## src/hw/rtl/avgpool_pkg.sv

```systemverilog
// Shared types and constants for the average pooling stream unit.
// Used by every module under hw/rtl; depends on nothing else.
package avgpool_pkg;

  // Fixed field widths of the stream and register words.
  localparam int SAMPLE_W  = 16;
  localparam int SUM_W     = 20;
  localparam int DIM_W     = 7;
  localparam int CFG_IDX_W = 1;

  // Row counting is limited independently of the line store depth.
  localparam int ROW_LIMIT = 64;
  localparam int ROW_W     = 6;

  // Register indexes on the configuration port.
  localparam logic [CFG_IDX_W-1:0] REG_MAP_WIDTH  = 1'd0;
  localparam logic [CFG_IDX_W-1:0] REG_MAP_HEIGHT = 1'd1;

  // Register reset values.
  localparam logic [DIM_W-1:0] MAP_WIDTH_RST  = 7'd24;
  localparam logic [DIM_W-1:0] MAP_HEIGHT_RST = 7'd24;

  // Decoded position of one accepted sample inside the pooling grid.
  typedef struct packed {
    logic store;     // sample closes a window row: update the line store
    logic first_row; // window row is the top row of its window
    logic emit;      // window row is the bottom row: a result follows
    logic last;      // window is the last whole window of the frame
  } pos_flags_t;

endpackage

```

## src/hw/rtl/average_pooling_stream_unit.sv

```systemverilog
// Average pooling stream unit: non-overlapping POOL x POOL window means.
// A result word passes the line store, magnitude, divider and output
// registers after its window's last sample is accepted. One sample word per
// cycle unless the output stalls; the line store has one read port,
// read at accept, and one write port, written one stage later.
// Reset clears counters and valid flags and sets both map sizes to 24; the
// line store is not cleared, every entry is written before it is read.
module average_pooling_stream_unit #(
  parameter int POOL      = 2,
  parameter int MAX_WIDTH = 64
) (
  input  logic                                  clk,
  input  logic                                  rst,
  // Configuration: index 0 is map_width, index 1 is map_height.
  input  logic                                  cfg_we,
  input  logic [avgpool_pkg::CFG_IDX_W-1:0]     cfg_index,
  input  logic [avgpool_pkg::DIM_W-1:0]         cfg_data,
  // Input stream.
  input  logic                                  s_tvalid,
  output logic                                  s_tready,
  input  logic [15:0]                           s_tdata,  // [15:0] sample
  // Output stream.
  output logic                                  m_tvalid,
  input  logic                                  m_tready,
  output logic [15:0]                           m_tdata,  // [15:0] average
  output logic                                  m_tlast   // frame_last
);
  import avgpool_pkg::*;

  localparam int WCW = (MAX_WIDTH / POOL) > 1 ? $clog2(MAX_WIDTH / POOL) : 1;

  logic                    accept;
  logic [WCW-1:0]          rd_addr;
  pos_flags_t              flags;
  logic signed [SUM_W-1:0] row_sum;

  logic                    sum_valid;
  logic                    sum_neg;
  logic [SUM_W-1:0]        sum_mag;
  logic                    sum_last;
  logic                    sum_ready;

  logic                    quot_valid;
  logic                    quot_neg;
  logic [SAMPLE_W-1:0]     quot;
  logic                    quot_last;
  logic                    quot_ready;

  // The output register takes a new word whenever it is empty or its
  // current word is taken in the same cycle, so the stream never gaps.
  assign quot_ready = !m_tvalid || m_tready;
  assign accept     = s_tvalid && s_tready;

  // Counters, window decode and horizontal sums of each window row.
  avgpool_ctrl #(
    .POOL      (POOL),
    .MAX_WIDTH (MAX_WIDTH)
  ) u_ctrl (
    .clk       (clk),
    .rst       (rst),
    .cfg_we    (cfg_we),
    .cfg_index (cfg_index),
    .cfg_data  (cfg_data),
    .accept    (accept),
    .sample    ($signed(s_tdata)),
    .rd_addr   (rd_addr),
    .flags     (flags),
    .row_sum   (row_sum)
  );

  // Line store: one partial sum per window column, folded row by row.
  avgpool_line #(
    .POOL      (POOL),
    .MAX_WIDTH (MAX_WIDTH)
  ) u_line (
    .clk       (clk),
    .rst       (rst),
    .accept    (accept),
    .rd_addr   (rd_addr),
    .flags     (flags),
    .row_sum   (row_sum),
    .in_ready  (s_tready),
    .sum_valid (sum_valid),
    .sum_neg   (sum_neg),
    .sum_mag   (sum_mag),
    .sum_last  (sum_last),
    .sum_ready (sum_ready)
  );

  // Window sum magnitude divided by POOL*POOL.
  avgpool_div #(
    .POOL (POOL)
  ) u_div (
    .clk        (clk),
    .rst        (rst),
    .sum_valid  (sum_valid),
    .sum_neg    (sum_neg),
    .sum_mag    (sum_mag),
    .sum_last   (sum_last),
    .sum_ready  (sum_ready),
    .quot_valid (quot_valid),
    .quot_neg   (quot_neg),
    .quot       (quot),
    .quot_last  (quot_last),
    .quot_ready (quot_ready)
  );

  // Restoring the sign of the quotient gives truncation toward zero.
  always_ff @(posedge clk) begin
    if (quot_valid && quot_ready) begin
      m_tdata <= quot_neg ? (-quot) : quot;
      m_tlast <= quot_last;
    end
  end

  always_ff @(posedge clk) begin
    if (rst) begin
      m_tvalid <= 1'b0;
    end else if (quot_valid && quot_ready) begin
      m_tvalid <= 1'b1;
    end else if (m_tready) begin
      m_tvalid <= 1'b0;
    end
  end

endmodule

```

## src/hw/rtl/avgpool_ctrl.sv

```systemverilog
// Position tracking for the average pooling stream unit: map size registers,
// column and row counters, window decode and the horizontal accumulator.
// Depends on avgpool_pkg.
module avgpool_ctrl #(
  parameter int POOL      = 2,
  parameter int MAX_WIDTH = 64
) (
  input  logic                                  clk,
  input  logic                                  rst,
  input  logic                                  cfg_we,
  input  logic [avgpool_pkg::CFG_IDX_W-1:0]     cfg_index,
  input  logic [avgpool_pkg::DIM_W-1:0]         cfg_data,
  input  logic                                  accept,
  input  logic signed [avgpool_pkg::SAMPLE_W-1:0] sample,
  output logic [((MAX_WIDTH/POOL) > 1 ? $clog2(MAX_WIDTH/POOL) : 1)-1:0] rd_addr,
  output avgpool_pkg::pos_flags_t               flags,
  output logic signed [avgpool_pkg::SUM_W-1:0]  row_sum
);
  import avgpool_pkg::*;

  localparam int WCW   = (MAX_WIDTH / POOL) > 1 ? $clog2(MAX_WIDTH / POOL) : 1;
  localparam int CW    = $clog2(MAX_WIDTH);
  localparam int PW    = $clog2(POOL);
  localparam int CMP_W = ($clog2(MAX_WIDTH + 1) > DIM_W) ? $clog2(MAX_WIDTH + 1) : DIM_W;
  localparam int RX_W  = DIM_W + 1;

  localparam logic [CMP_W-1:0] MAXW_C   = CMP_W'(MAX_WIDTH);
  localparam logic [CMP_W:0]   POOL_X   = (CMP_W + 1)'(POOL);
  localparam logic [RX_W-1:0]  POOL_R   = RX_W'(POOL);
  localparam logic [DIM_W-1:0] ROWLIM_C = DIM_W'(ROW_LIMIT);
  localparam logic [PW-1:0]    PH_LAST  = PW'(POOL - 1);

  logic [DIM_W-1:0]          map_width;
  logic [DIM_W-1:0]          map_height;
  logic [CW-1:0]             col;
  logic [PW-1:0]             pcol;
  logic [WCW-1:0]            wcol;
  logic [ROW_W-1:0]          row;
  logic [PW-1:0]             prow;
  logic signed [SUM_W-1:0]   row_acc;

  logic [CMP_W-1:0]          w_eff;
  logic [DIM_W-1:0]          h_eff;
  logic [CW-1:0]             col_base;
  logic [ROW_W-1:0]          row_base;
  logic [CMP_W:0]            col_room;
  logic [RX_W-1:0]           row_room;
  logic                      col_in;
  logic                      row_in;
  logic                      col_last_win;
  logic                      row_last_win;
  logic                      col_end;
  logic                      row_end;
  logic                      pc_last;
  logic                      pr_last;
  logic                      in_win;

  // Effective map size: zero counts as one, wide and tall maps are clamped.
  always_comb begin
    if (map_width == '0) begin
      w_eff = CMP_W'(1);
    end else if (CMP_W'(map_width) > MAXW_C) begin
      w_eff = MAXW_C;
    end else begin
      w_eff = CMP_W'(map_width);
    end
    if (map_height == '0) begin
      h_eff = DIM_W'(1);
    end else if (map_height > ROWLIM_C) begin
      h_eff = ROWLIM_C;
    end else begin
      h_eff = map_height;
    end
  end

  // A window is whole when its first column plus POOL fits inside the map.
  // It is the last whole one when a further POOL would not fit.
  always_comb begin
    col_base     = col - CW'(pcol);
    row_base     = row - ROW_W'(prow);
    col_room     = (CMP_W + 1)'(col_base) + POOL_X;
    row_room     = RX_W'(row_base) + POOL_R;
    col_in       = col_room <= (CMP_W + 1)'(w_eff);
    row_in       = row_room <= RX_W'(h_eff);
    col_last_win = (col_room + POOL_X) > (CMP_W + 1)'(w_eff);
    row_last_win = (row_room + POOL_R) > RX_W'(h_eff);
    col_end      = ((CMP_W + 1)'(col) + (CMP_W + 1)'(1)) >= (CMP_W + 1)'(w_eff);
    row_end      = (RX_W'(row) + RX_W'(1)) >= RX_W'(h_eff);
    pc_last      = pcol == PH_LAST;
    pr_last      = prow == PH_LAST;
    in_win       = col_in && row_in;
  end

  always_comb begin
    if (pcol == '0) begin
      row_sum = SUM_W'(sample);
    end else begin
      row_sum = row_acc + SUM_W'(sample);
    end
  end

  assign rd_addr         = wcol;
  assign flags.store     = in_win && pc_last;
  assign flags.first_row = prow == '0;
  assign flags.emit      = pr_last;
  assign flags.last      = col_last_win && row_last_win;

  always_ff @(posedge clk) begin
    if (rst) begin
      map_width  <= MAP_WIDTH_RST;
      map_height <= MAP_HEIGHT_RST;
      col        <= '0;
      pcol       <= '0;
      wcol       <= '0;
      row        <= '0;
      prow       <= '0;
      row_acc    <= '0;
    end else if (cfg_we) begin
      // Any register write restarts the frame.
      case (cfg_index)
        REG_MAP_WIDTH:  map_width  <= cfg_data;
        REG_MAP_HEIGHT: map_height <= cfg_data;
        default: ;
      endcase
      col     <= '0;
      pcol    <= '0;
      wcol    <= '0;
      row     <= '0;
      prow    <= '0;
      row_acc <= '0;
    end else if (accept) begin
      if (in_win) begin
        row_acc <= row_sum;
      end
      if (col_end) begin
        col  <= '0;
        pcol <= '0;
        wcol <= '0;
        if (row_end) begin
          row  <= '0;
          prow <= '0;
        end else begin
          row  <= row + ROW_W'(1);
          prow <= pr_last ? '0 : prow + PW'(1);
        end
      end else begin
        col <= col + CW'(1);
        if (pc_last) begin
          pcol <= '0;
          wcol <= wcol + WCW'(1);
        end else begin
          pcol <= pcol + PW'(1);
        end
      end
    end
  end

endmodule

```

## src/hw/rtl/avgpool_line.sv

```systemverilog
// Line store of partial window sums for the average pooling stream unit,
// with the read-modify-write stage and the magnitude stage after it.
// Depends on avgpool_pkg.
module avgpool_line #(
  parameter int POOL      = 2,
  parameter int MAX_WIDTH = 64
) (
  input  logic                                  clk,
  input  logic                                  rst,
  input  logic                                  accept,
  input  logic [((MAX_WIDTH/POOL) > 1 ? $clog2(MAX_WIDTH/POOL) : 1)-1:0] rd_addr,
  input  avgpool_pkg::pos_flags_t               flags,
  input  logic signed [avgpool_pkg::SUM_W-1:0]  row_sum,
  output logic                                  in_ready,
  output logic                                  sum_valid,
  output logic                                  sum_neg,
  output logic [avgpool_pkg::SUM_W-1:0]         sum_mag,
  output logic                                  sum_last,
  input  logic                                  sum_ready
);
  import avgpool_pkg::*;

  localparam int WCW       = (MAX_WIDTH / POOL) > 1 ? $clog2(MAX_WIDTH / POOL) : 1;
  localparam int MEM_DEPTH = 1 << WCW;

  logic signed [SUM_W-1:0] line_mem [MEM_DEPTH];

  logic                    s1_valid;
  pos_flags_t              s1_flags;
  logic [WCW-1:0]          s1_addr;
  logic signed [SUM_W-1:0] s1_row_sum;
  logic signed [SUM_W-1:0] rd_data;

  logic signed [SUM_W-1:0] line_sum;
  logic                    s1_adv;
  logic                    s2_ready;

  assign s2_ready = !sum_valid || sum_ready;
  assign s1_adv   = s1_valid && (!s1_flags.emit || s2_ready);
  assign in_ready = !s1_valid || s1_adv;

  // The top row of a window starts a fresh partial sum.
  assign line_sum = s1_flags.first_row ? s1_row_sum : rd_data + s1_row_sum;

  // The same entry is read again only one map row later, well after the
  // earlier item has written it back.
  always_ff @(posedge clk) begin
    if (accept) begin
      rd_data    <= line_mem[rd_addr];
      s1_flags   <= flags;
      s1_addr    <= rd_addr;
      s1_row_sum <= row_sum;
    end
    if (s1_adv) begin
      line_mem[s1_addr] <= line_sum;
    end
    if (s1_adv && s1_flags.emit) begin
      sum_neg  <= line_sum[SUM_W-1];
      sum_mag  <= line_sum[SUM_W-1] ? $unsigned(-line_sum) : $unsigned(line_sum);
      sum_last <= s1_flags.last;
    end
  end

  always_ff @(posedge clk) begin
    if (rst) begin
      s1_valid  <= 1'b0;
      sum_valid <= 1'b0;
    end else begin
      if (accept) begin
        s1_valid <= flags.store;
      end else if (s1_adv) begin
        s1_valid <= 1'b0;
      end
      if (s1_adv && s1_flags.emit) begin
        sum_valid <= 1'b1;
      end else if (sum_ready) begin
        sum_valid <= 1'b0;
      end
    end
  end

endmodule

```

## src/hw/rtl/avgpool_div.sv

```systemverilog
// Division of a window sum magnitude by POOL*POOL through a multiply by a
// rounded-up reciprocal, exact for every 20-bit magnitude.
// Depends on avgpool_pkg.
module avgpool_div #(
  parameter int POOL = 2
) (
  input  logic                                  clk,
  input  logic                                  rst,
  input  logic                                  sum_valid,
  input  logic                                  sum_neg,
  input  logic [avgpool_pkg::SUM_W-1:0]         sum_mag,
  input  logic                                  sum_last,
  output logic                                  sum_ready,
  output logic                                  quot_valid,
  output logic                                  quot_neg,
  output logic [avgpool_pkg::SAMPLE_W-1:0]      quot,
  output logic                                  quot_last,
  input  logic                                  quot_ready
);
  import avgpool_pkg::*;

  localparam int DIVISOR = POOL * POOL;
  localparam int DIV_SH  = $clog2(DIVISOR);
  localparam int SHIFT   = SUM_W + DIV_SH;
  localparam int MULW    = SUM_W + 1;
  localparam int PROD_W  = SUM_W + MULW;
  localparam longint RECIP = ((64'sd1 <<< SHIFT) + DIVISOR - 1) / DIVISOR;
  localparam logic [MULW-1:0] RECIP_C = MULW'(RECIP);

  logic [PROD_W-1:0] product;
  logic              take;

  assign product   = PROD_W'(sum_mag) * PROD_W'(RECIP_C);
  assign sum_ready = !quot_valid || quot_ready;
  assign take      = sum_valid && sum_ready;

  always_ff @(posedge clk) begin
    if (take) begin
      quot      <= product[SHIFT +: SAMPLE_W];
      quot_neg  <= sum_neg;
      quot_last <= sum_last;
    end
  end

  always_ff @(posedge clk) begin
    if (rst) begin
      quot_valid <= 1'b0;
    end else if (take) begin
      quot_valid <= 1'b1;
    end else if (quot_ready) begin
      quot_valid <= 1'b0;
    end
  end

endmodule

```

## config.mk

```make
export PLATFORM = sky130hd
export DESIGN_NAME = average_pooling_stream_unit
export DESIGN_NICKNAME = d
export VERILOG_FILES = /design/src/hw/rtl/avgpool_pkg.sv /design/src/hw/rtl/average_pooling_stream_unit.sv /design/src/hw/rtl/avgpool_ctrl.sv /design/src/hw/rtl/avgpool_line.sv /design/src/hw/rtl/avgpool_div.sv
export SDC_FILE = /design/constraint.sdc
export NUM_CORES = 1
export LEC_CHECK = 0
export BUFFER_PORTS_ARGS = -buffer_cell sky130_fd_sc_hd__buf_2
export CORE_ASPECT_RATIO = 1.1
export CORE_UTILIZATION = 35
export CTS_CLUSTER_DIAMETER = 50
export DETAILED_ROUTE_END_ITERATION = 16
export SLEW_MARGIN = 20
export SYNTH_ARGS = -nofsm -noshare
export SYNTH_HDL_FRONTEND = slang
export SYNTH_SLANG_ARGS = --single-unit
```

## constraint.sdc

```tcl
create_clock -name clk -period 4.4 [get_ports clk]
set_input_delay 0.88 -clock clk [delete_from_list [all_inputs] [get_ports clk]]
set_output_delay 0.88 -clock clk [all_outputs]
set_load 0.02 [all_outputs]
```

After elaboration in Yosys (flattened, before gate mapping) --
Memories as Yosys holds them, arrays and structs flattened. A register that Yosys moved wholly into a read port is not among the register bits. Cells that the tools add are included. Widths: inputs -> output; s select.
Word-level totals: bits in registers 140, memory bits (writable) 640, bits of input ports 29, output and inout bits 19, logic and storage cells 110, memories kept 1
Memory list:
- u_line.line_mem | depth 32, width 20, rd ports 1, clocked after memory_dff 1, wr ports 1, RTL line avgpool_line.sv:26 | logic signed [SUM_W-1:0] line_mem [MEM_DEPTH];
Operators by class: add/sub/neg operators 17, magnitude comparators 8, multiplexer cells 26, bitwise logic cells 2, reduce and logical (&&, ||, !) cells 31
Operators with widths (number):
- $mux 20 | 2
- $mux 7 | 4
- $add 20x16->20 | 1
- $add 20x20->20 | 1
- $mux 18 | 1
- $neg 18->18 | 1
- $add 8x2->8 const B | 2
- $ge 8x7->1 | 2
- $gt 8x7->1 | 2
- $le 8x7->1 | 2
- $mux 16 | 1
- $neg 16->16 | 1
- $add 6x1->7 const B | 2
- $add 6x2->7 const B | 2
- $gt 7x7->1 const B | 2
- $logic_not 7->1 | 2
- $mux 1 | 14
- $add 6x1->6 const B | 2
- $mux 6 | 2
- $sub 6x1->6 | 2
- $mux 5 | 2
- $reduce_and 2->1 | 5
- $reduce_bool 2->1 | 5
- $logic_and 1x1->1 | 8
- 6 further kinds | 16

Logic depth before layout (Yosys ltp) --
depth after elaboration 9, depth in mapped cells 19, mapped depth without buffers 19

By module --
A second synthesis with hierarchy kept.
Second synthesis, totals: cell total of the unflattened synthesis 1974, area, all modules 34653.2 um^2
By module, submodules not included:
- avgpool_line | times used 1, cells an instance 1284, area an instance 28243.3 um^2, seq. area each 21360.5 um^2
- avgpool_ctrl | times used 1, cells an instance 594, area an instance 4864.7 um^2, seq. area each 1061.0 um^2
- average_pooling_stream_unit | times used 1, cells an instance 73, area an instance 949.7 um^2, seq. area each 530.5 um^2
- avgpool_div | times used 1, cells an instance 23, area an instance 595.6 um^2, seq. area each 560.5 um^2

Least setup slack after synthesis --
No wires, ideal clock.
path type reg-to-reg, from reg u_line.s1_row_sum[0], to reg u_line.sum_mag[17] (netlist name), data pin, setup time 0.321 ns, arrival time 4.175 ns, data required time 4.079 ns, setup slack -0.096 ns, stages on the path, launching flop included 12, path buffers 0, period minus slack after synthesis 4.496 ns, path through edfxtp_1 -> ha_1 -> fa_1 -> a21o_1 -> a221oi_2 -> o21ai_0 -> o21ai_0 -> o21ai_0 -> xnor2_1 -> o21ai_0 -> o41ai_2 -> xnor2_1
Between the ends: cells in the longest elaborated chain, start to end 4
RTL lines:
- from (decl) | RTL line avgpool_line.sv:31 | logic signed [SUM_W-1:0] s1_row_sum;
- from (signal assigned) | RTL line avgpool_line.sv:52 | s1_row_sum <= row_sum;
- $add 20x20->20 | RTL line avgpool_line.sv:43 | assign line_sum = s1_flags.first_row ? s1_row_sum : rd_data + s1_row_sum;
- $mux 20 | RTL line avgpool_line.sv:43
- named net u_line.line_sum[16] | RTL line avgpool_line.sv:34 | logic signed [SUM_W-1:0] line_sum;
- $neg 18->18 | RTL line avgpool_line.sv:59 | sum_mag <= line_sum[SUM_W-1] ? $unsigned(-line_sum) : $unsigned(line_sum);
- $mux 18 | RTL line avgpool_line.sv:59
- to (signal assigned) | RTL line avgpool_line.sv:59
- to (decl) | RTL line avgpool_line.sv:17 | output logic [avgpool_pkg::SUM_W-1:0] sum_mag,
The timed path passes the listed nets, and every way through them passes these cells. A chain may end at the register's enable or synchronous reset.

Worst setup path in the final report --
from reg u_ctrl.prow, in the netlist u_ctrl.pr_last, to reg u_ctrl.row_acc[8]
Between the ends: cells in the longest elaborated chain, start to end 5
RTL lines:
- from (decl) | RTL line avgpool_ctrl.sv:39 | logic [PW-1:0] prow;
- from (signal assigned) | RTL line avgpool_ctrl.sv:144 | prow <= pr_last ? '0 : prow + PW'(1);
- $sub 6x1->6 | RTL line avgpool_ctrl.sv:80 | row_base = row - ROW_W'(prow);
- $add 6x2->7 | RTL line avgpool_ctrl.sv:82 | row_room = RX_W'(row_base) + POOL_R;
- $le 8x7->1 | RTL line avgpool_ctrl.sv:84 | row_in = row_room <= RX_W'(h_eff);
- $logic_and 1x1->1 | RTL line avgpool_ctrl.sv:91 | in_win = col_in && row_in;
- $reduce_and 2->1 (no source line)
- to (signal assigned) | RTL line avgpool_ctrl.sv:133 | row_acc <= row_sum;
- to (decl) | RTL line avgpool_ctrl.sv:40 | logic signed [SUM_W-1:0] row_acc;
Every way passes these cells.

==> impl_results.md <==
- Vias in the first global route: 19000
- # rows: 119
- Port buffer count: 47
- Syn Inst Count: 1927
- Worst min path class: reg2reg
- Core area: 96200 um^2
- Largest net degree at the start of global routing: 49
- Final WS setup: 317 ps
- Mean post-synth cell area: 17.7 um^2
- H-tree Lvls: 3
- Worst slew margin: 36.0%
- Worst-path fanout max: 23
- Final Hold Vio Count: 0
- Clk_skew: 40.0 ps
- Detail Route Antenna Nets: 0
- Critical Path RT: 4900 ps
- Worst Setup Start Kind: flip-flop
- RSZ-0062 raised after global routing: false
- Initial Util: 35.5%
- Critical path arrival: 4590 ps
- First-pass GRT wire length: 118000 um
- Critical path class: reg2reg
- Fill cells: 8565
- Final setup violation count: 0
- Post-layout min period: 4080 ps
- Die footprint: 98800 um^2
- GRT Residual Overflow: 0
- Number of setup buffers added after CTS: 0
- Io pins: 48
- Clock-pin transition on the worst setup and hold timing paths: 60 ps
- Async S/R FF share, synth: 0%
- Root Buffer: clkbuf_16
- Pwr dens: 419 nW/um^2
- Initial DRC Count: 1374
- Peak VDD IR: 272 uV
- Initial antenna violation count: 2
- Area Growth Syn to Fin: 16.0%
- Outcome: finished clean
- Die width: 300 um
- Fmax: 245 MHz
- Vias: 18200
- Global Route Usage Sum: 15.9%
- Sum Neg Setup Slack: 0 ps
- Synth Flop Type: edfxtp_1
- Least-Margin Pin Slew: 935 ps
- Layout cells sized above 1: 27.1%
- Post-synth EDFFs: 741
- CTS Buffer Depth: 3
- Pre-antenna DRT Iters: 6
- DRC Markers: 0
- Die height: 330 um
- Synthesis-stage register bit count: 798
- Final Wtd Congestion: 0.868
- Dpl hpwl: 48200 um
- TritonCTS clock tree: built
- Clock latency on the worst-skew pair: 670 ps
- Final wirelength: 77900 um
- Sequential cell area fraction in the yosys report: 68.5%
- DR WL/cell: 22.8 um
- Leakage: 12.9 nW
- Final Max Tran Viols: 0
- Nets: 2188
- Max-cap violations: 0
- Vias per cell: 5.34
- Final Cycle Share: 92.8%
- Yosys warnings: 0
- Place WS: 101 ps
- Clock Sinks: 798
- Cell variety after synth: 77
- Syn_nets: 2048
- Cts bufs inserted: 90
- CP endpoint kind: flip-flop
- Synth Cell Area: 34100 um^2
metal layers:
layer / global-route usage (%) / up-vias / wire [um]
met3: 2.08 / 124 / 3560
li1: - / 8042 / -
met4: 4.54 / 0 / 1620
met2: 27.4 / 482 / 39200
met1: 20.9 / 9592 / 33500
met5: 0 / - / 0
timing repair:
item / in CTS / in global routing
hold buffers: 0 / 0
hold endpoints to repair: 0 / 0
setup endpoints to repair: 0 / 21
gates resized for setup: 0 / 5
sequential cells by signal (all words and copies together), names as in the netlist, 6 cells and up:
register           cells
u_line.rd_data        20
u_ctrl.map_width       7
u_line.s1_row_sum     20
u_ctrl.row             6
u_ctrl.col             6
u_line.sum_mag        16
m_tdata               16
u_ctrl.map_height      7
u_ctrl.row_acc        20
u_line.line_mem      640
u_div.quot            16
cell families after synthesis:
logic type / synth area share [%]
DFF: 68.5
muxes: 14.8
and+or+nand+nor: 5.16
AOI/OAI and AO/OA: 4.52
adders and majority gates: 3.42
buffers and inverters: 1.28
xor gates and xnor gates: 2.31
placed cells by master (no fill, tap or decap), types with 7 or more instances in the layout:
cell,count
edfxtp_1,741
mux4_2,200
nand2_1,108
clkbuf_16,91
ha_1,88
nor2_1,70
buf_4,66
xnor2_1,61
a21oi_1,59
dfxtp_1,53
buf_2,47
o21ai_0,40
inv_1,35
nor2_2,32
nand3_1,29
mux2_2,29
xor2_1,28
a21o_1,27
mux2i_1,21
clkinv_2,19
nor2b_1,18
nand2b_1,16
nor3_1,14
and3_1,12
clkinv_1,12
buf_12,12
clkbuf_1,10
o31ai_1,9
or3_1,9
a211o_1,8
o21ai_2,7
Yosys cell counts (all sizes together) (29+ instances only):
| cell | count | area (um^2) |
|---|---|---|
| edfxtp | 741 | 22300 |
| mux4 | 200 | 4500 |
| nand2 | 108 | 405 |
| nor2 | 102 | 383 |
| ha | 90 | 1130 |
| xnor2 | 61 | 534 |
| a21oi | 60 | 300 |
| dfxtp | 57 | 1140 |
| clkbuf | 56 | 210 |
| o21ai | 49 | 245 |
| inv | 37 | 139 |
| mux2 | 29 | 327 |
| nand3 | 29 | 145 |
| xor2 | 29 | 254 |
per-stage QoR:
stage          std cells  util (%)  hold slack (ps)  instance area (um^2)  total power [mW]
2_1_floorplan       1927         -              400                 34100              9.12
3_3_place_gp        3244      38.0              407                 36600              9.36
3_5_place_dp        3244      38.0              409                 36600              9.40
4_1_cts             3411      41.1              420                 39500              16.8
5_1_grt             3412      41.2              425                 39600              17.1
6_report            3413      41.2              417                 39600              16.6
worst max-delay path, cell delays in order, from the launching register on:
cell and delay [ps]:
dfxtp_1 390, ha_1 200, ha_2 230, xor2_2 180
ha_2 250, nor2_1 70, a2111oi_2 320, a41oi_1 100
xnor2_1 170, inv_1 100, ha_1 300, nand2_1 70
or4_1 530, a21oi_1 150, o21ai_0 120, a21oi_2 160
buf_4 180, buf_12 180, mux2i_1 190, nor2_1 60
final cells by class:
type | instances | area [um^2] | share of cell area (%)
Clock inverter | 64 | 649 | 1.64
Antenna cell | 1 | 2.50 | 0.00632
Clock buffer | 103 | 2330 | 5.88
Multi-Input combinational cell | 1015 | 10500 | 26.6
Timing Repair Buffer | 125 | 971 | 2.45
Inverter | 37 | 139 | 0.351
Tap cell | 1270 | 1590 | 4.01
Sequential cell | 798 | 23400 | 59.1
power breakdown:
part / switching [mW] / leakage, nW / total (mW) / internal [mW]
clock network: 3.17 / 1.46 / 7.37 / 4.20
registers: 0.0379 / 7.16 / 8.42 / 8.39
logic: 0.517 / 4.31 / 0.815 / 0.298
total: 3.72 / 12.9 / 16.6 / 12.9
final timing paths:
check / slack (ps) / depth (start not counted) / startpoint / end
worst max-delay path: 320 / 19 / u_ctrl.pr_last$_SDFFE_PP0P_ / u_ctrl.row_acc[8]$_SDFFE_PP0P_
worst min register to register: 420 / 0 / u_line.sum_mag[9]$_DFFE_PP_ / u_div.quot[7]$_DFFE_PP_
worst max register to register: 320 / 19 / u_ctrl.pr_last$_SDFFE_PP0P_ / u_ctrl.row_acc[8]$_SDFFE_PP0P_
worst min-delay path: 420 / 0 / u_line.sum_mag[9]$_DFFE_PP_ / u_div.quot[7]$_DFFE_PP_
Power figures use the tool's default switching activity.
